File: config.mk
export PLATFORM = sky130hd
export DESIGN_NAME = joystick_stepper_speed_controller
export DESIGN_NICKNAME = d
export VERILOG_FILES = /design/src/rtl/core/jssc_pkg.sv /design/src/rtl/core/jssc_front.sv /design/src/rtl/core/jssc_queue.sv /design/src/rtl/core/jssc_back.sv /design/src/rtl/core/joystick_stepper_speed_controller.sv
export SDC_FILE = /design/constraint.sdc
export NUM_CORES = 2
export LEC_CHECK = 0
export ABC_CLOCK_PERIOD_IN_PS = 13000
export BUFFER_PORTS_ARGS = -buffer_cell sky130_fd_sc_hd__clkbuf_2
export CAP_MARGIN = 10
export CORE_UTILIZATION = 45
export CTS_BUF_LIST = sky130_fd_sc_hd__clkbuf_8
export DETAILED_ROUTE_END_ITERATION = 12
export PLACE_DENSITY = 0.68
export SETUP_SLACK_MARGIN = 0.02
export SLEW_MARGIN = 5
export SYNTH_ARGS = -nofsm -noshare
export SYNTH_HDL_FRONTEND = slang
export SYNTH_SLANG_ARGS = --single-unit
File: constraint.sdc
create_clock -name clk -period 13 [get_ports clk]
set_input_delay 0 -clock clk [delete_from_list [all_inputs] [get_ports clk]]
set_output_delay 0 -clock clk [all_outputs]
set_load 0.01 [all_outputs]
File: src/rtl/core/jssc_pkg.sv
`timescale 1ns / 1ps
`default_nettype none
// ----------------------------------------------------------------------------
// jssc_pkg
// shared types, constants and speed curve table of the joystick stepper
// speed controller
// ----------------------------------------------------------------------------
package jssc_pkg;

    // table and filter sizing
    localparam int CURVE_ENTRIES        = 129;
    localparam int FILTER_FRACTION_BITS = 16;
    localparam int ROM_ENTRIES          = 129;
    localparam int ROM_LAST             = ROM_ENTRIES - 1;
    localparam int CURVE_LAST           = (CURVE_ENTRIES - 1 > ROM_LAST) ?
                                          ROM_LAST : CURVE_ENTRIES - 1;
    localparam int CURVE_IDX_W          = (CURVE_LAST < 1) ? 1 : $clog2(CURVE_LAST + 1);

    // fixed point widths
    localparam int ALPHA_BITS = 16;
    localparam int OFFSET_W   = 9;
    localparam int ACC_W      = OFFSET_W + FILTER_FRACTION_BITS;
    localparam int PRODA_W    = ALPHA_BITS + 1 + OFFSET_W;
    localparam int PRODB_W    = ALPHA_BITS + 2 + ACC_W;
    localparam int SUM_W      = PRODB_W + 1;
    localparam int PERIOD_W   = 15;
    localparam int WEIGHT_W   = 16;
    localparam int CPROD_W    = PERIOD_W + WEIGHT_W;

    localparam logic [PERIOD_W-1:0] NO_MOTION = 15'd32767;
    localparam logic [PERIOD_W-1:0] MAX_MOTION_PERIOD = 15'd32766;

    // poll queue
    localparam int QUEUE_DEPTH = 2;
    localparam int QPTR_W      = (QUEUE_DEPTH < 2) ? 1 : $clog2(QUEUE_DEPTH);
    localparam int QCNT_W      = $clog2(QUEUE_DEPTH + 1);

    // configuration port
    localparam int CFG_INDEX_W = 3;
    localparam int CFG_DATA_W  = 16;
    localparam logic [CFG_INDEX_W-1:0] REG_CENTER     = 3'd0;
    localparam logic [CFG_INDEX_W-1:0] REG_DEAD_ZONE  = 3'd1;
    localparam logic [CFG_INDEX_W-1:0] REG_DIR_THRESH = 3'd2;
    localparam logic [CFG_INDEX_W-1:0] REG_DIR_HYST   = 3'd3;
    localparam logic [CFG_INDEX_W-1:0] REG_ALPHA      = 3'd4;
    localparam logic [CFG_INDEX_W-1:0] REG_MIN_PERIOD = 3'd5;
    localparam logic [CFG_INDEX_W-1:0] REG_MAX_PERIOD = 3'd6;

    typedef struct packed {
        logic [7:0]          center_position;
        logic [7:0]          dead_zone;
        logic [7:0]          direction_threshold;
        logic [7:0]          direction_hysteresis;
        logic [15:0]         filter_alpha;
        logic [PERIOD_W-1:0] min_period;
        logic [PERIOD_W-1:0] max_period;
    } cfg_t;

    localparam cfg_t CFG_RESET = '{
        center_position:      8'd127,
        dead_zone:            8'd4,
        direction_threshold:  8'd5,
        direction_hysteresis: 8'd5,
        filter_alpha:         16'd5243,
        min_period:           15'd100,
        max_period:           15'd20900
    };

    // one classified poll word
    typedef struct packed {
        logic [7:0] joystick_x;
        logic       z_button;
        logic       c_button;
        logic       stop;
    } poll_t;

    // one result word
    typedef struct packed {
        logic                motor_enable;
        logic                direction_level;
        logic                step_now;
        logic [PERIOD_W-1:0] step_period;
        logic                auto_active;
        logic                has_recording;
        logic                endstop_latched;
    } result_t;

    // normalized exponential weights, Q0.16
    localparam logic [WEIGHT_W-1:0] CURVE_ROM [ROM_ENTRIES] = '{
        16'd65535, 16'd63555, 16'd61633, 16'd59768, 16'd57957,
        16'd56201, 16'd54496, 16'd52841, 16'd51236, 16'd49678,
        16'd48166, 16'd46698, 16'd45274, 16'd43892, 16'd42551,
        16'd41250, 16'd39987, 16'd38761, 16'd37572, 16'd36417,
        16'd35297, 16'd34210, 16'd33155, 16'd32131, 16'd31138,
        16'd30174, 16'd29238, 16'd28330, 16'd27449, 16'd26594,
        16'd25764, 16'd24959, 16'd24177, 16'd23419, 16'd22683,
        16'd21969, 16'd21275, 16'd20603, 16'd19950, 16'd19317,
        16'd18702, 16'd18105, 16'd17526, 16'd16964, 16'd16419,
        16'd15890, 16'd15376, 16'd14878, 16'd14395, 16'd13925,
        16'd13470, 16'd13028, 16'd12599, 16'd12183, 16'd11779,
        16'd11387, 16'd11006, 16'd10637, 16'd10279, 16'd9931,
        16'd9594,  16'd9267,  16'd8949,  16'd8640,  16'd8341,
        16'd8051,  16'd7769,  16'd7496,  16'd7230,  16'd6973,
        16'd6723,  16'd6480,  16'd6245,  16'd6016,  16'd5795,
        16'd5580,  16'd5371,  16'd5168,  16'd4972,  16'd4781,
        16'd4596,  16'd4416,  16'd4241,  16'd4072,  16'd3908,
        16'd3749,  16'd3594,  16'd3444,  16'd3298,  16'd3157,
        16'd3020,  16'd2887,  16'd2757,  16'd2632,  16'd2510,
        16'd2392,  16'd2278,  16'd2167,  16'd2059,  16'd1954,
        16'd1852,  16'd1754,  16'd1658,  16'd1565,  16'd1475,
        16'd1388,  16'd1303,  16'd1220,  16'd1140,  16'd1063,
        16'd988,   16'd914,   16'd844,   16'd775,   16'd708,
        16'd643,   16'd580,   16'd519,   16'd460,   16'd403,
        16'd347,   16'd293,   16'd240,   16'd189,   16'd140,
        16'd92,    16'd45,    16'd0,     16'd0
    };

    function automatic logic [WEIGHT_W-1:0] curve_weight(input logic [CURVE_IDX_W-1:0] idx);
        curve_weight = CURVE_ROM[idx];
    endfunction

endpackage
`default_nettype wire

File: src/rtl/core/jssc_front.sv
`timescale 1ns / 1ps
`default_nettype none
// ----------------------------------------------------------------------------
// jssc_front
// accepts poll words, merges the end stops into one stop flag, holds the
// classified word until the queue takes it
// ----------------------------------------------------------------------------
module jssc_front
    import jssc_pkg::*;
(
    input  wire logic       clk,
    input  wire logic       rst_n,
    input  wire logic       in_valid,
    output logic            in_ready,
    input  wire logic [7:0] joystick_x,
    input  wire logic       z_button,
    input  wire logic       c_button,
    input  wire logic       endstop_low_hit,
    input  wire logic       endstop_high_hit,
    output logic            push_valid,
    input  wire logic       push_ready,
    output poll_t           push_data
);

    logic  hold_valid_reg, hold_valid_next;
    poll_t hold_reg;
    logic  accept;

    assign in_ready   = !hold_valid_reg || push_ready;
    assign accept     = in_valid && in_ready;
    assign push_valid = hold_valid_reg;
    assign push_data  = hold_reg;

    always_comb
    begin
        hold_valid_next = hold_valid_reg;
        if (accept)
        begin
            hold_valid_next = 1'b1;
        end
        else if (push_ready)
        begin
            hold_valid_next = 1'b0;
        end
    end

    always_ff @(posedge clk or negedge rst_n)
    begin
        if (!rst_n)
        begin
            hold_valid_reg <= 1'b0;
        end
        else
        begin
            hold_valid_reg <= hold_valid_next;
        end
    end

    always_ff @(posedge clk)
    begin
        if (accept)
        begin
            hold_reg.joystick_x <= joystick_x;
            hold_reg.z_button   <= z_button;
            hold_reg.c_button   <= c_button;
            hold_reg.stop       <= endstop_low_hit | endstop_high_hit;
        end
    end

endmodule
`default_nettype wire

File: src/rtl/core/jssc_queue.sv
`timescale 1ns / 1ps
`default_nettype none
// ----------------------------------------------------------------------------
// jssc_queue
// short first-in first-out queue of classified poll words
// ----------------------------------------------------------------------------
module jssc_queue
    import jssc_pkg::*;
(
    input  wire logic clk,
    input  wire logic rst_n,
    input  wire logic push_valid,
    output logic      push_ready,
    input  poll_t     push_data,
    output logic      pop_valid,
    input  wire logic pop_ready,
    output poll_t     pop_data
);

    poll_t             entry_reg [QUEUE_DEPTH];
    logic [QPTR_W-1:0] wr_ptr_reg, wr_ptr_next;
    logic [QPTR_W-1:0] rd_ptr_reg, rd_ptr_next;
    logic [QCNT_W-1:0] count_reg, count_next;
    logic              do_push, do_pop;

    assign push_ready = (count_reg != QCNT_W'(QUEUE_DEPTH));
    assign pop_valid  = (count_reg != '0);
    assign do_push    = push_valid && push_ready;
    assign do_pop     = pop_valid && pop_ready;
    assign pop_data   = entry_reg[rd_ptr_reg];

    always_comb
    begin
        wr_ptr_next = wr_ptr_reg;
        rd_ptr_next = rd_ptr_reg;
        count_next  = count_reg;
        if (do_push)
        begin
            wr_ptr_next = (wr_ptr_reg == QPTR_W'(QUEUE_DEPTH - 1)) ? '0 : wr_ptr_reg + 1'b1;
        end
        if (do_pop)
        begin
            rd_ptr_next = (rd_ptr_reg == QPTR_W'(QUEUE_DEPTH - 1)) ? '0 : rd_ptr_reg + 1'b1;
        end
        if (do_push && !do_pop)
        begin
            count_next = count_reg + 1'b1;
        end
        else if (do_pop && !do_push)
        begin
            count_next = count_reg - 1'b1;
        end
    end

    always_ff @(posedge clk or negedge rst_n)
    begin
        if (!rst_n)
        begin
            wr_ptr_reg <= '0;
            rd_ptr_reg <= '0;
            count_reg  <= '0;
        end
        else
        begin
            wr_ptr_reg <= wr_ptr_next;
            rd_ptr_reg <= rd_ptr_next;
            count_reg  <= count_next;
        end
    end

    always_ff @(posedge clk)
    begin
        if (do_push)
        begin
            entry_reg[wr_ptr_reg] <= push_data;
        end
    end

endmodule
`default_nettype wire

File: src/rtl/core/jssc_back.sv
`timescale 1ns / 1ps
`default_nettype none
// ----------------------------------------------------------------------------
// jssc_back
// carries out one poll: filter, dead zone, direction, speed curve, buttons
// and end-stop lockout, then loads the result register
// ----------------------------------------------------------------------------
module jssc_back
    import jssc_pkg::*;
(
    input  wire logic clk,
    input  wire logic rst_n,
    input  cfg_t      cfg,
    input  wire logic pop_valid,
    output logic      pop_ready,
    input  poll_t     pop_data,
    output logic      out_valid,
    input  wire logic out_ready,
    output result_t   result
);

    typedef enum logic [3:0] {
        ST_IDLE  = 4'b0001,
        ST_OFFS  = 4'b0010,
        ST_CURVE = 4'b0100,
        ST_FIN   = 4'b1000
    } back_state_t;

    localparam logic [1:0] ROT_NONE = 2'd0;
    localparam logic [1:0] ROT_POS  = 2'd1;
    localparam logic [1:0] ROT_NEG  = 2'd2;

    function automatic logic [OFFSET_W-1:0] mag_of(input logic signed [OFFSET_W-1:0] v);
        mag_of = v[OFFSET_W-1] ? OFFSET_W'(-v) : v;
    endfunction

    function automatic logic [1:0] next_rotation(
        input logic signed [OFFSET_W-1:0] off,
        input logic [1:0]                 rot,
        input logic [7:0]                 thr,
        input logic [7:0]                 hys
    );
        logic signed [OFFSET_W-1:0] hys_s;
        logic signed [OFFSET_W-1:0] neg_hys;
        hys_s         = $signed({1'b0, hys});
        neg_hys       = -hys_s;
        next_rotation = rot;
        if (mag_of(off) >= {1'b0, thr})
        begin
            if (off > hys_s && rot != ROT_POS)
            begin
                next_rotation = ROT_POS;
            end
            else if (off < neg_hys && rot != ROT_NEG)
            begin
                next_rotation = ROT_NEG;
            end
        end
    endfunction

    back_state_t state_reg, state_next;

    // per-poll working registers
    poll_t                      item_reg;
    logic signed [PRODA_W-1:0]  prod_a_reg;
    logic signed [PRODB_W-1:0]  prod_b_reg;
    logic signed [ACC_W-1:0]    acc_cand_reg;
    logic signed [OFFSET_W-1:0] off_cand_reg;
    logic [CPROD_W-1:0]         curve_prod_reg;
    logic                       span_neg_reg;

    // controller state
    logic signed [ACC_W-1:0]    acc_reg, acc_next;
    logic signed [OFFSET_W-1:0] offset_reg, offset_next;
    logic [PERIOD_W-1:0]        period_reg, period_next;
    logic [PERIOD_W-1:0]        saved_period_reg, saved_period_next;
    logic signed [OFFSET_W-1:0] saved_offset_reg, saved_offset_next;
    logic                       auto_reg, auto_next;
    logic                       recorded_reg, recorded_next;
    logic                       lockout_reg, lockout_next;
    logic                       idle_reg, idle_next;
    logic [1:0]                 rotation_reg, rotation_next;
    logic                       z_prev_reg, z_prev_next;
    logic                       c_prev_reg, c_prev_next;

    logic    out_valid_reg, out_valid_next;
    result_t result_reg, result_next;

    logic do_pop, fin_go;

    // pop stage: filter products
    logic signed [OFFSET_W-1:0]   raw;
    logic signed [ALPHA_BITS+1:0] keep_w;
    logic signed [PRODA_W-1:0]    prod_a_next;
    logic signed [PRODB_W-1:0]    prod_b_next;

    // offset stage
    logic signed [SUM_W-1:0]    sum;
    logic signed [SUM_W-1:0]    quo;
    logic signed [ACC_W-1:0]    acc_v;
    logic signed [ACC_W-1:0]    acc_sh;
    logic signed [OFFSET_W-1:0] off_v;

    // curve stage
    logic [OFFSET_W-1:0]    cur_mag;
    logic [CURVE_IDX_W-1:0] curve_idx;
    logic signed [PERIOD_W:0] span;
    logic [PERIOD_W-1:0]    span_mag;
    logic [CPROD_W-1:0]     curve_prod_next;

    // commit stage
    logic [CPROD_W:0]         rounded;
    logic signed [PERIOD_W+1:0] min_s, q_s, p_s;
    logic [PERIOD_W-1:0]      curve_period;
    logic                     step;
    logic [PERIOD_W-1:0]      pulse;

    assign pop_ready = (state_reg == ST_IDLE);
    assign do_pop    = pop_valid && pop_ready;
    assign fin_go    = (state_reg == ST_FIN) && (!out_valid_reg || out_ready);
    assign out_valid = out_valid_reg;
    assign result    = result_reg;

    always_comb
    begin
        state_next = state_reg;
        case (state_reg)
            ST_IDLE:  if (pop_valid) state_next = ST_OFFS;
            ST_OFFS:  state_next = ST_CURVE;
            ST_CURVE: state_next = ST_FIN;
            ST_FIN:   if (fin_go) state_next = ST_IDLE;
            default:  state_next = ST_IDLE;
        endcase
    end

    always_comb
    begin
        raw         = $signed({1'b0, pop_data.joystick_x}) - $signed({1'b0, cfg.center_position});
        keep_w      = $signed((ALPHA_BITS + 2)'(1) <<< ALPHA_BITS) -
                      $signed({2'b00, cfg.filter_alpha});
        prod_a_next = $signed({1'b0, cfg.filter_alpha}) * raw;
        prod_b_next = keep_w * acc_reg;
    end

    // acc = sum / 2^16 and offset = acc / 2^F, both toward zero
    always_comb
    begin
        sum = (SUM_W'(prod_a_reg) <<< FILTER_FRACTION_BITS) + SUM_W'(prod_b_reg);
        quo = sum >>> ALPHA_BITS;
        if (sum[SUM_W-1] && (sum[ALPHA_BITS-1:0] != '0))
        begin
            quo = quo + SUM_W'(1);
        end
        acc_v  = quo[ACC_W-1:0];
        acc_sh = acc_v >>> FILTER_FRACTION_BITS;
        if (acc_v[ACC_W-1] && (acc_v[FILTER_FRACTION_BITS-1:0] != '0))
        begin
            acc_sh = acc_sh + ACC_W'(1);
        end
        off_v = acc_sh[OFFSET_W-1:0];
    end

    always_comb
    begin
        cur_mag = mag_of(off_cand_reg);
        if (cur_mag > OFFSET_W'(CURVE_LAST))
        begin
            curve_idx = CURVE_IDX_W'(CURVE_LAST);
        end
        else
        begin
            curve_idx = cur_mag[CURVE_IDX_W-1:0];
        end
        span            = $signed({1'b0, cfg.max_period}) - $signed({1'b0, cfg.min_period});
        span_mag        = span[PERIOD_W] ? PERIOD_W'(-span) : span[PERIOD_W-1:0];
        curve_prod_next = CPROD_W'(span_mag) * CPROD_W'(curve_weight(curve_idx));
    end

    // rounded half away from zero, then clamped to a motion period
    always_comb
    begin
        rounded = {1'b0, curve_prod_reg} + (CPROD_W + 1)'(32'd32768);
        min_s   = $signed({2'b00, cfg.min_period});
        q_s     = $signed({1'b0, rounded[CPROD_W:ALPHA_BITS]});
        p_s     = span_neg_reg ? (min_s - q_s) : (min_s + q_s);
        if (p_s < 0)
        begin
            curve_period = '0;
        end
        else if (p_s > $signed({2'b00, MAX_MOTION_PERIOD}))
        begin
            curve_period = MAX_MOTION_PERIOD;
        end
        else
        begin
            curve_period = p_s[PERIOD_W-1:0];
        end
    end

    always_comb
    begin
        acc_next          = acc_reg;
        offset_next       = offset_reg;
        period_next       = period_reg;
        saved_period_next = saved_period_reg;
        saved_offset_next = saved_offset_reg;
        auto_next         = auto_reg;
        recorded_next     = recorded_reg;
        lockout_next      = lockout_reg;
        idle_next         = idle_reg;
        rotation_next     = rotation_reg;
        z_prev_next       = z_prev_reg;
        c_prev_next       = c_prev_reg;
        step              = 1'b0;

        // end stops first
        if (item_reg.stop)
        begin
            lockout_next = 1'b1;
            idle_next    = 1'b1;
        end
        else if (lockout_next)
        begin
            auto_next    = 1'b0;
            period_next  = NO_MOTION;
            lockout_next = 1'b0;
        end
        pulse = period_next;

        if (!lockout_next)
        begin
            if (!auto_next)
            begin
                acc_next    = acc_cand_reg;
                offset_next = off_cand_reg;
                if (mag_of(offset_next) >= {1'b0, cfg.dead_zone})
                begin
                    idle_next     = 1'b0;
                    rotation_next = next_rotation(offset_next, rotation_next,
                                                  cfg.direction_threshold,
                                                  cfg.direction_hysteresis);
                    period_next   = curve_period;
                end
                else
                begin
                    period_next = NO_MOTION;
                    idle_next   = 1'b1;
                end
            end
            pulse = period_next;
            step  = !idle_next && (period_next != NO_MOTION || offset_next != '0);

            // z edge: record, replay or toggle
            if (item_reg.z_button && !z_prev_next)
            begin
                auto_next = !auto_next;
                if (!(period_next != NO_MOTION || offset_next != '0) && !recorded_next)
                begin
                    auto_next = 1'b0;
                end
                else if (auto_next && !recorded_next)
                begin
                    recorded_next     = 1'b1;
                    saved_period_next = period_next;
                    saved_offset_next = offset_next;
                end
                else if (auto_next && recorded_next)
                begin
                    idle_next     = 1'b0;
                    rotation_next = next_rotation(saved_offset_reg, rotation_next,
                                                  cfg.direction_threshold,
                                                  cfg.direction_hysteresis);
                    period_next   = saved_period_reg;
                end
            end
            z_prev_next = item_reg.z_button;

            // c edge: erase recording
            if (item_reg.c_button && !c_prev_next)
            begin
                recorded_next     = 1'b0;
                auto_next         = 1'b0;
                period_next       = NO_MOTION;
                saved_period_next = '0;
            end
            c_prev_next = item_reg.c_button;
        end

        result_next.motor_enable    = !idle_next;
        result_next.direction_level = (rotation_next == ROT_NEG);
        result_next.step_now        = step;
        result_next.step_period     = pulse;
        result_next.auto_active     = auto_next;
        result_next.has_recording   = recorded_next;
        result_next.endstop_latched = lockout_next;
    end

    always_comb
    begin
        out_valid_next = out_valid_reg;
        if (fin_go)
        begin
            out_valid_next = 1'b1;
        end
        else if (out_ready)
        begin
            out_valid_next = 1'b0;
        end
    end

    always_ff @(posedge clk or negedge rst_n)
    begin
        if (!rst_n)
        begin
            state_reg        <= ST_IDLE;
            out_valid_reg    <= 1'b0;
            acc_reg          <= '0;
            offset_reg       <= '0;
            period_reg       <= NO_MOTION;
            saved_period_reg <= '0;
            saved_offset_reg <= '0;
            auto_reg         <= 1'b0;
            recorded_reg     <= 1'b0;
            lockout_reg      <= 1'b0;
            idle_reg         <= 1'b1;
            rotation_reg     <= ROT_NONE;
            z_prev_reg       <= 1'b0;
            c_prev_reg       <= 1'b0;
        end
        else
        begin
            state_reg     <= state_next;
            out_valid_reg <= out_valid_next;
            if (fin_go)
            begin
                acc_reg          <= acc_next;
                offset_reg       <= offset_next;
                period_reg       <= period_next;
                saved_period_reg <= saved_period_next;
                saved_offset_reg <= saved_offset_next;
                auto_reg         <= auto_next;
                recorded_reg     <= recorded_next;
                lockout_reg      <= lockout_next;
                idle_reg         <= idle_next;
                rotation_reg     <= rotation_next;
                z_prev_reg       <= z_prev_next;
                c_prev_reg       <= c_prev_next;
            end
        end
    end

    always_ff @(posedge clk)
    begin
        if (do_pop)
        begin
            item_reg   <= pop_data;
            prod_a_reg <= prod_a_next;
            prod_b_reg <= prod_b_next;
        end
        if (state_reg == ST_OFFS)
        begin
            acc_cand_reg <= acc_v;
            off_cand_reg <= off_v;
        end
        if (state_reg == ST_CURVE)
        begin
            curve_prod_reg <= curve_prod_next;
            span_neg_reg   <= span[PERIOD_W];
        end
        if (fin_go)
        begin
            result_reg <= result_next;
        end
    end

endmodule
`default_nettype wire

File: src/rtl/core/joystick_stepper_speed_controller.sv
`timescale 1ns / 1ps
`default_nettype none
// ----------------------------------------------------------------------------
// joystick_stepper_speed_controller
// turns joystick polls into stepper enable, direction and step period
// ----------------------------------------------------------------------------
// One input word is one control poll and gives exactly one result word. The
// front takes a poll in any cycle its holding register can move on, folds the
// two end stops into one stop flag and hands it to a two-entry queue. The back
// takes one poll and works it through in order: pop with the two filter
// multiplies, the accumulator and offset update, the speed curve table
// lookup and multiply, and the commit of all controller state into the
// result register. That commit waits only while an earlier result is still
// held on the output, and the back pops no new poll until it has committed.
// Configuration writes are taken at any time (cfg_ready is always high) but
// are meant to land only while no poll is in flight.
// ----------------------------------------------------------------------------
module joystick_stepper_speed_controller
    import jssc_pkg::*;
(
    input  wire logic                   clk,
    input  wire logic                   rst_n,

    // poll words
    input  wire logic                   in_valid,
    output logic                        in_ready,
    input  wire logic [7:0]             joystick_x,
    input  wire logic                   z_button,
    input  wire logic                   c_button,
    input  wire logic                   endstop_low_hit,
    input  wire logic                   endstop_high_hit,

    // result words
    output logic                        out_valid,
    input  wire logic                   out_ready,
    output logic                        motor_enable,
    output logic                        direction_level,
    output logic                        step_now,
    output logic [PERIOD_W-1:0]         step_period,
    output logic                        auto_active,
    output logic                        has_recording,
    output logic                        endstop_latched,

    // register writes
    input  wire logic                   cfg_valid,
    output logic                        cfg_ready,
    input  wire logic [CFG_INDEX_W-1:0] cfg_index,
    input  wire logic [CFG_DATA_W-1:0]  cfg_data
);

    cfg_t    cfg_reg, cfg_next;
    logic    push_valid, push_ready;
    poll_t   push_data;
    logic    pop_valid, pop_ready;
    poll_t   pop_data;
    result_t result;

    // register file, index order follows the register list
    assign cfg_ready = 1'b1;

    always_comb
    begin
        cfg_next = cfg_reg;
        if (cfg_valid && cfg_ready)
        begin
            case (cfg_index)
                REG_CENTER:     cfg_next.center_position      = cfg_data[7:0];
                REG_DEAD_ZONE:  cfg_next.dead_zone            = cfg_data[7:0];
                REG_DIR_THRESH: cfg_next.direction_threshold  = cfg_data[7:0];
                REG_DIR_HYST:   cfg_next.direction_hysteresis = cfg_data[7:0];
                REG_ALPHA:      cfg_next.filter_alpha         = cfg_data[15:0];
                REG_MIN_PERIOD: cfg_next.min_period           = cfg_data[PERIOD_W-1:0];
                REG_MAX_PERIOD: cfg_next.max_period           = cfg_data[PERIOD_W-1:0];
                default:        cfg_next = cfg_reg;
            endcase
        end
    end

    always_ff @(posedge clk or negedge rst_n)
    begin
        if (!rst_n)
        begin
            cfg_reg <= CFG_RESET;
        end
        else
        begin
            cfg_reg <= cfg_next;
        end
    end

    // front: accept and classify
    jssc_front u_front (
        .clk              (clk),
        .rst_n            (rst_n),
        .in_valid         (in_valid),
        .in_ready         (in_ready),
        .joystick_x       (joystick_x),
        .z_button         (z_button),
        .c_button         (c_button),
        .endstop_low_hit  (endstop_low_hit),
        .endstop_high_hit (endstop_high_hit),
        .push_valid       (push_valid),
        .push_ready       (push_ready),
        .push_data        (push_data)
    );

    // decoupling queue
    jssc_queue u_queue (
        .clk        (clk),
        .rst_n      (rst_n),
        .push_valid (push_valid),
        .push_ready (push_ready),
        .push_data  (push_data),
        .pop_valid  (pop_valid),
        .pop_ready  (pop_ready),
        .pop_data   (pop_data)
    );

    // back: filter, curve, buttons, lockout, result register
    jssc_back u_back (
        .clk       (clk),
        .rst_n     (rst_n),
        .cfg       (cfg_reg),
        .pop_valid (pop_valid),
        .pop_ready (pop_ready),
        .pop_data  (pop_data),
        .out_valid (out_valid),
        .out_ready (out_ready),
        .result    (result)
    );

    // result word fan-out
    assign motor_enable    = result.motor_enable;
    assign direction_level = result.direction_level;
    assign step_now        = result.step_now;
    assign step_period     = result.step_period;
    assign auto_active     = result.auto_active;
    assign has_recording   = result.has_recording;
    assign endstop_latched = result.endstop_latched;

endmodule
`default_nettype wire

* After elaboration in Yosys (flattened, before gate mapping) *
Memory sizes are Yosys's and may differ from the RTL's.
Cells that the tools add are included.

operators by class
  add/sub/neg operators = 17
  $mul = 3
  magnitude comparators = 11
  equal/unequal tests = 20
  mux-type cells = 77
  bitwise gates (word level) = 5
  reduce and logical (&&, ||, !) cells = 54

operators by type and width
  operator                                                         count
  2-to-1 mux 15 bit                                                19
  2-to-1 mux 9 bit                                                 5
  adder 42 x 43 -> 44 bit                                          1
  multiplier 18 x 25 -> 43 bit                                     1
  adder 31 x 16 -> 32 bit, second input constant                   1
  2-to-1 mux 16 bit                                                2
  2-to-1 mux 2 bit                                                 16
  nonzero test 16 bit                                              2
  multiplier 15 x 16 -> 31 bit                                     1
  2-to-1 mux 1 bit                                                 29
  greater-or-equal comparator 9 x 8 -> 1 bit                       3
  multiplier 17 x 9 -> 26 bit                                      1
  adder 25 x 2 -> 25 bit, second input constant                    1
  2-to-1 mux 25 bit                                                1
  greater-than comparator 9 bit                                    2
  logical AND 1 bit                                                18
  less-than comparator 9 bit                                       2
  negation 9 bit                                                   2
  AND reduction 2 bit                                              9
  subtractor 17 x 16 -> 18 bit, first input constant               1
  adder 15 x 16 -> 17 bit                                          1
  greater-than comparator 17 x 16 -> 1 bit, second input constant  1
  less-than comparator 17 x 1 -> 1 bit, second input constant      1
  2-to-1 mux 17 bit                                                1
  35 further kinds                                                 66

storage, ports and cells
  bits in registers = 339
  RAM bits = 22
  bits in read-only memories = 4096
  input port bits = 36
  output and inout bits = 24
  logic and storage cells = 234
  memories kept = 2

memory list
  name               depth  bits a word  read ports  clocked after memory_dff  wr ports  line              source
  (name not given)   256    16           1           0                         0         jssc_pkg.sv:119   curve_weight = CURVE_ROM[idx];
  u_queue.entry_reg  2      11           1           0                         1         jssc_queue.sv:20  poll_t entry_reg [QUEUE_DEPTH];

* Depth between registers and ports, before layout *
  depth after elaboration = 20
  gate-level depth with buffers = 47

* Cells and area by module *
A second synthesis with hierarchy kept.

unflattened totals
  cells, all modules = 5381
  area, all modules = 50272.0 sq um

by module, submodules not included
  module                             times used  cells each  area each (sq um)
  jssc_back                          1           5138        45776.4
  joystick_stepper_speed_controller  1           175         3101.7
  jssc_queue                         1           52          1003.5
  jssc_front                         1           16          390.4

* Least setup slack after synthesis *
OpenSTA, ideal clock, no wires.

  path type = flip-flop to flip-flop
  start = reg u_back.off_cand_reg[0]
  end = reg u_back.curve_prod_reg[24], data pin
  library setup time = 0.259 ns
  arrival time = 9.926 ns
  data required time = 12.741 ns
  path slack = 2.816 ns
  stages on the path, launching flop included = 45
  path buffers = 2
  cell sequence = edfxtp_1 > clkbuf_1 > inv_1 > ha_1 > nor3b_1 > o211a_1 > clkbuf_1 > inv_2 > a2111oi_0 > a31oi_1 > nor2_1 > inv_1 > ha_1 > nor2_1 > or3_1 > o21ai_0 > a221oi_1 > a31oi_1 > (+9 left out) > fa_1 > inv_1 > fa_1 > inv_1 > fa_1 > inv_1 > ha_1 > a21o_1 > a21o_1 > a21oi_1 > inv_1 > a31oi_1 > o21ai_0 > nor3b_1 > a21oi_1 > nor2b_1 > o21ai_0 > a21oi_1

on the way
  longest elaborated chain between the ends = 9

RTL lines
  element                                                  line              source
  start: declaration                                       jssc_back.sv:68   logic signed [OFFSET_W-1:0] off_cand_reg;
  start signal: assignment                                 jssc_back.sv:363  off_cand_reg <= off_v;
  negation 9 bit                                           jssc_back.sv:34   mag_of = v[OFFSET_W-1] ? OFFSET_W'(-v) : v;
  2-to-1 mux 9 bit *                                       jssc_back.sv:34
  greater-than comparator 9 x 8 -> 1 bit                   jssc_back.sv:166  if (cur_mag > OFFSET_W'(CURVE_LAST))
  2-to-1 mux 8 bit *                                       jssc_back.sv:166
  NOT 8 -> 9 bit (implied by the code) *                   jssc_pkg.sv:119
  memory read (256 x 16 bit) *                             --
  2-to-1 mux 16 bit (implied by the code) * (2 in series)  jssc_pkg.sv:119
  multiplier 15 x 16 -> 31 bit *                           jssc_back.sv:176  curve_prod_next = CPROD_W'(span_mag) * CPROD_W'(curve_weight(curve_idx));
  via u_back.curve_prod_next[24]                           jssc_back.sv:109  logic [CPROD_W-1:0] curve_prod_next;
  end signal: assignment                                   jssc_back.sv:367  curve_prod_reg <= curve_prod_next;
  end: declaration                                         jssc_back.sv:69   logic [CPROD_W-1:0] curve_prod_reg;

Mark *: on every way through the listed nets, which the timed path passes. The rest lies on a longest branch. The select of a mux whose other input is x is not followed.
A chain may end at the register's enable or synchronous reset.

* Worst setup path in the final report *
  start = reg u_back.off_cand_reg[3]
  end = reg u_back.curve_prod_reg[29], data pin

Same word-level chain as after synthesis.

==> reports/qor.txt <==
CRITICAL PATH
--------------------------------------------------------------------------------------------------
Most Frequent Cell on Critical Path                                                   sky130_fd_sc_hd__fa_1
Slack of the worst reg-to-reg path                                                         1.21 ns
Critical Path Sink                                                                    u_back.curve_prod_reg[29]
Worst setup path startpoint                                                           u_back.off_cand_reg[3]
Worst path required time                                                                  13.46 ns
Startpoint of the lowest-slack register-to-register path                              u_back.off_cand_reg[3]
Slowest CP cell                                                                       sky130_fd_sc_hd__o21ai_0
Worst Path Max Fanout                                                                           16
Crit end category                                                                        flip-flop
Number of cells on the worst reg-to-reg path                                                    35
Start-to-end type of the worst setup path                                               reg -> reg
Endpoint of the worst register-to-register path                                       u_back.curve_prod_reg[29]
Kind of launch point of the worst setup path                                             flip-flop
Crit path arrival time                                                                    12.24 ns
Max incr delay on CP                                                                       0.97 ns

CLOCKING
--------------------------------------------------------------------------------------------------
CTS max path bufs                                                                                3
Hold buffer count at cts                                                                        53
H-tree level count                                                                               2
TritonCTS Buffers                                                                               60
Buffers inserted by post-CTS timing repair                                                       0
Resized Gates After CTS                                                                          0
TritonCTS clock tree                                                                         built
Clock transition time at the flip-flop clock pins of the worst setup and hold paths        0.07 ns
Number of clock sinks                                                                          346
Clock insertion delay at the later pin of the skew report                                  0.74 ns
Clock tree root buffer cell                                                           sky130_fd_sc_hd__clkbuf_8

YOSYS
--------------------------------------------------------------------------------------------------
Post-Synth Simple-Gate Area                                                                  16.6%
Number of register bits inferred by synthesis                                                  346
Number of synthesized flops with an enable pin                                                 177
Netlist Area Pre-Place                                                                 50,100 um^2
Net Count, Synth                                                                             6,525
Count of mapped cells out of synthesis                                                       5,377
Sequential area share after synthesis                                                        19.2%
Share of the synthesized area in compound gates (AO/OA/AOI/OAI)                              10.5%
Avg Synthesized Cell Area                                                                9.31 um^2
Number of distinct library cells after synthesis                                               105
Prevailing post-synth register cell                                                   sky130_fd_sc_hd__edfxtp_1
FFs w/ async S/R, synth                                                                      48.8%
Xor-xnor portion of the synthesized cell area                                                4.13%
Adder-cell share of the synthesized area                                                     38.3%
Largest family of logic cells by synthesized area                                      adder cells
Yosys Warn Count                                                                                 0
Post-synthesis mux area share                                                                3.24%

DIE
--------------------------------------------------------------------------------------------------
Top-Level Pins                                                                                  60
DIE AREA                                                                              113,000 um^2
Die boundary height                                                                         336 um
Core area                                                                             110,000 um^2
Starting density of the core                                                                 45.7%
Number of rows in the core area                                                                121
Chip Width                                                                                  336 um

FINAL LAYOUT
--------------------------------------------------------------------------------------------------
Post-layout nets                                                                             6,557
Fillcell total                                                                              10,200
Most common cell after layout, fill and taps aside                                    sky130_fd_sc_hd__inv_1
Max FFs per register                                                                            78
Commonest cells after routing, fill and taps aside                                    856 x sky130_fd_sc_hd__inv_1, 698 x sky130_fd_sc_hd__fa_1, 601 x sky130_fd_sc_hd__nand2_1
Layout overhead on the synthesized area                                                      7.88%
Finished layout cell area                                                              54,000 um^2
Layout cells sized above 1                                                                   8.70%

TIMING
--------------------------------------------------------------------------------------------------
Top achievable clock speed                                                                84.8 MHz
Worst Tran Pin Value                                                                       1.24 ns
RSZ-0062 raised after global routing                                                            no
Total negative setup slack                                                                    0 ns
Number of failing setup endpoints in the final timing report                                     0
Headroom to the max-slew limit                                                               16.3%
Number of pins exceeding their max-slew limit in the final report                                0
Final Worst Setup Slack                                                                    1.21 ns
Fin crit period                                                                           11.79 ns
Worst Skew                                                                               0.0493 ns
Number of failing hold endpoints at the final stage                                              0
Portion of the clock cycle consumed by the worst path in the final layout                    90.7%

DETAILED ROUTING
--------------------------------------------------------------------------------------------------
Post-detailed-route DRC marker count                                                             0
Number of iterations in the first detailed-routing pass                                          6
Per-cell via count in the routed design                                                       5.59
Detailed Route Iter0 Violations                                                              3,227
WL final                                                                                138,000 um
Total via count in the routed design                                                        38,800
Wirelength per Cell                                                                        19.9 um
Routed Antenna Nets                                                                              0

GLOBAL ROUTE
--------------------------------------------------------------------------------------------------
Antenna violations before repair                                                                 3
Gr ovfl total                                                                                    0
Total GRT Usage                                                                              25.1%
Wire length of the first global-routing pass                                            224,000 um
Vias in the first global route                                                              40,100
Largest net degree at the start of global routing                                               76

HOLD PATH
--------------------------------------------------------------------------------------------------
Path class of the lowest-slack min-delay path                                            in -> reg

FLOW RUN
--------------------------------------------------------------------------------------------------
Total of max-cap violations                                                                      0

PLACED DESIGN
--------------------------------------------------------------------------------------------------
IO buf count                                                                                    58
Cell area after placement                                                              52,200 um^2
RD Place Congestion                                                                          0.935
Dpl hpwl                                                                                106,000 um
Pre-CTS setup slack                                                                        1.55 ns

RUN STATUS
--------------------------------------------------------------------------------------------------
Outcome                                                                                  completed

Yosys cell counts (all sizes together) (62+ instances only):
library cell	number	area share [%]
nand3	62	0.64
ha	414	10
and2	248	3.1
inv	836	6.3
xor2	77	1.3
nor3	78	0.79
clkbuf	200	1.5
edfxtp	177	11
mux2	116	2.6
nand2	601	4.5
fa	698	28
a21oi	186	1.9
nand2b	128	1.6
o21ai	166	1.7
nor2	314	2.4
dfrtp	123	6.1
xnor2	154	2.7
worst max-delay path: cells and delay by family, from the launching register on:
kind	cells	cell delay [ns]
buffers and inverters	6	1.00
AO/OA/AOI/OAI	12	3.62
flip-flops	1	0.67
AND/OR/NAND/NOR	8	2.21
XOR/XNOR	1	0.08
adder cells (fa/ha/maj)	8	3.91
metal layers:
layer	vias to the layer above	track usage, %	routed length [um]
li1	17600	-	-
met1	19400	36.3	62300
met3	225	5.12	12100
met4	2	6.11	3000
met5	-	0	40
met2	1501	38.6	60400
stage by stage:
stage | util [%] | cells | hold WS [ns]
after floorplan | - | 5377 | -0.296
after global placement | 47.6 | 6770 | -0.0752
after detailed placement | 47.6 | 6770 | -0.0715
after CTS | 49.3 | 6937 | 0.0723
after global routing | 49.3 | 6938 | 0.0903
final | 49.3 | 6938 | 0.114
kinds of logic after synthesis:
kind of cell / Yosys count
other: 1
AO/OA/AOI/OAI: 787
adder cells (fa/ha/maj): 1112
XOR/XNOR: 233
multiplexers: 146
buffers and inverters: 1066
AND/OR/NAND/NOR: 1686
flip-flops: 346
worst min path at each step:
stage	cells past startpoint	endpoint	start
final	3	u_front.push_data[0]	endstop_high_hit
after global routing	3	u_front.push_data[0]	endstop_high_hit
after detailed placement	1	u_back.out_valid	rst_n
after global placement	1	u_back.out_valid	rst_n
after floorplan	0	cfg_reg[0]	rst_n
after CTS	3	u_front.push_data[0]	endstop_high_hit
layout make-up:
class	count	area [um^2]	share of cell area, %
Inverter	839	3150	5.83
Tap cell	1476	1850	3.42
Multi-Input combinational cell	3965	36700	67.9
Antenna cell	1	2.50	0.00463
Sequential cell	346	9600	17.8
Timing Repair Buffer	197	1480	2.75
Clock inverter	43	278	0.514
Clock buffer	71	977	1.81
Power is left out: the tool's default activity adds up to more than one toggle a clock period on the data nets, which glitch-free logic cannot reach.
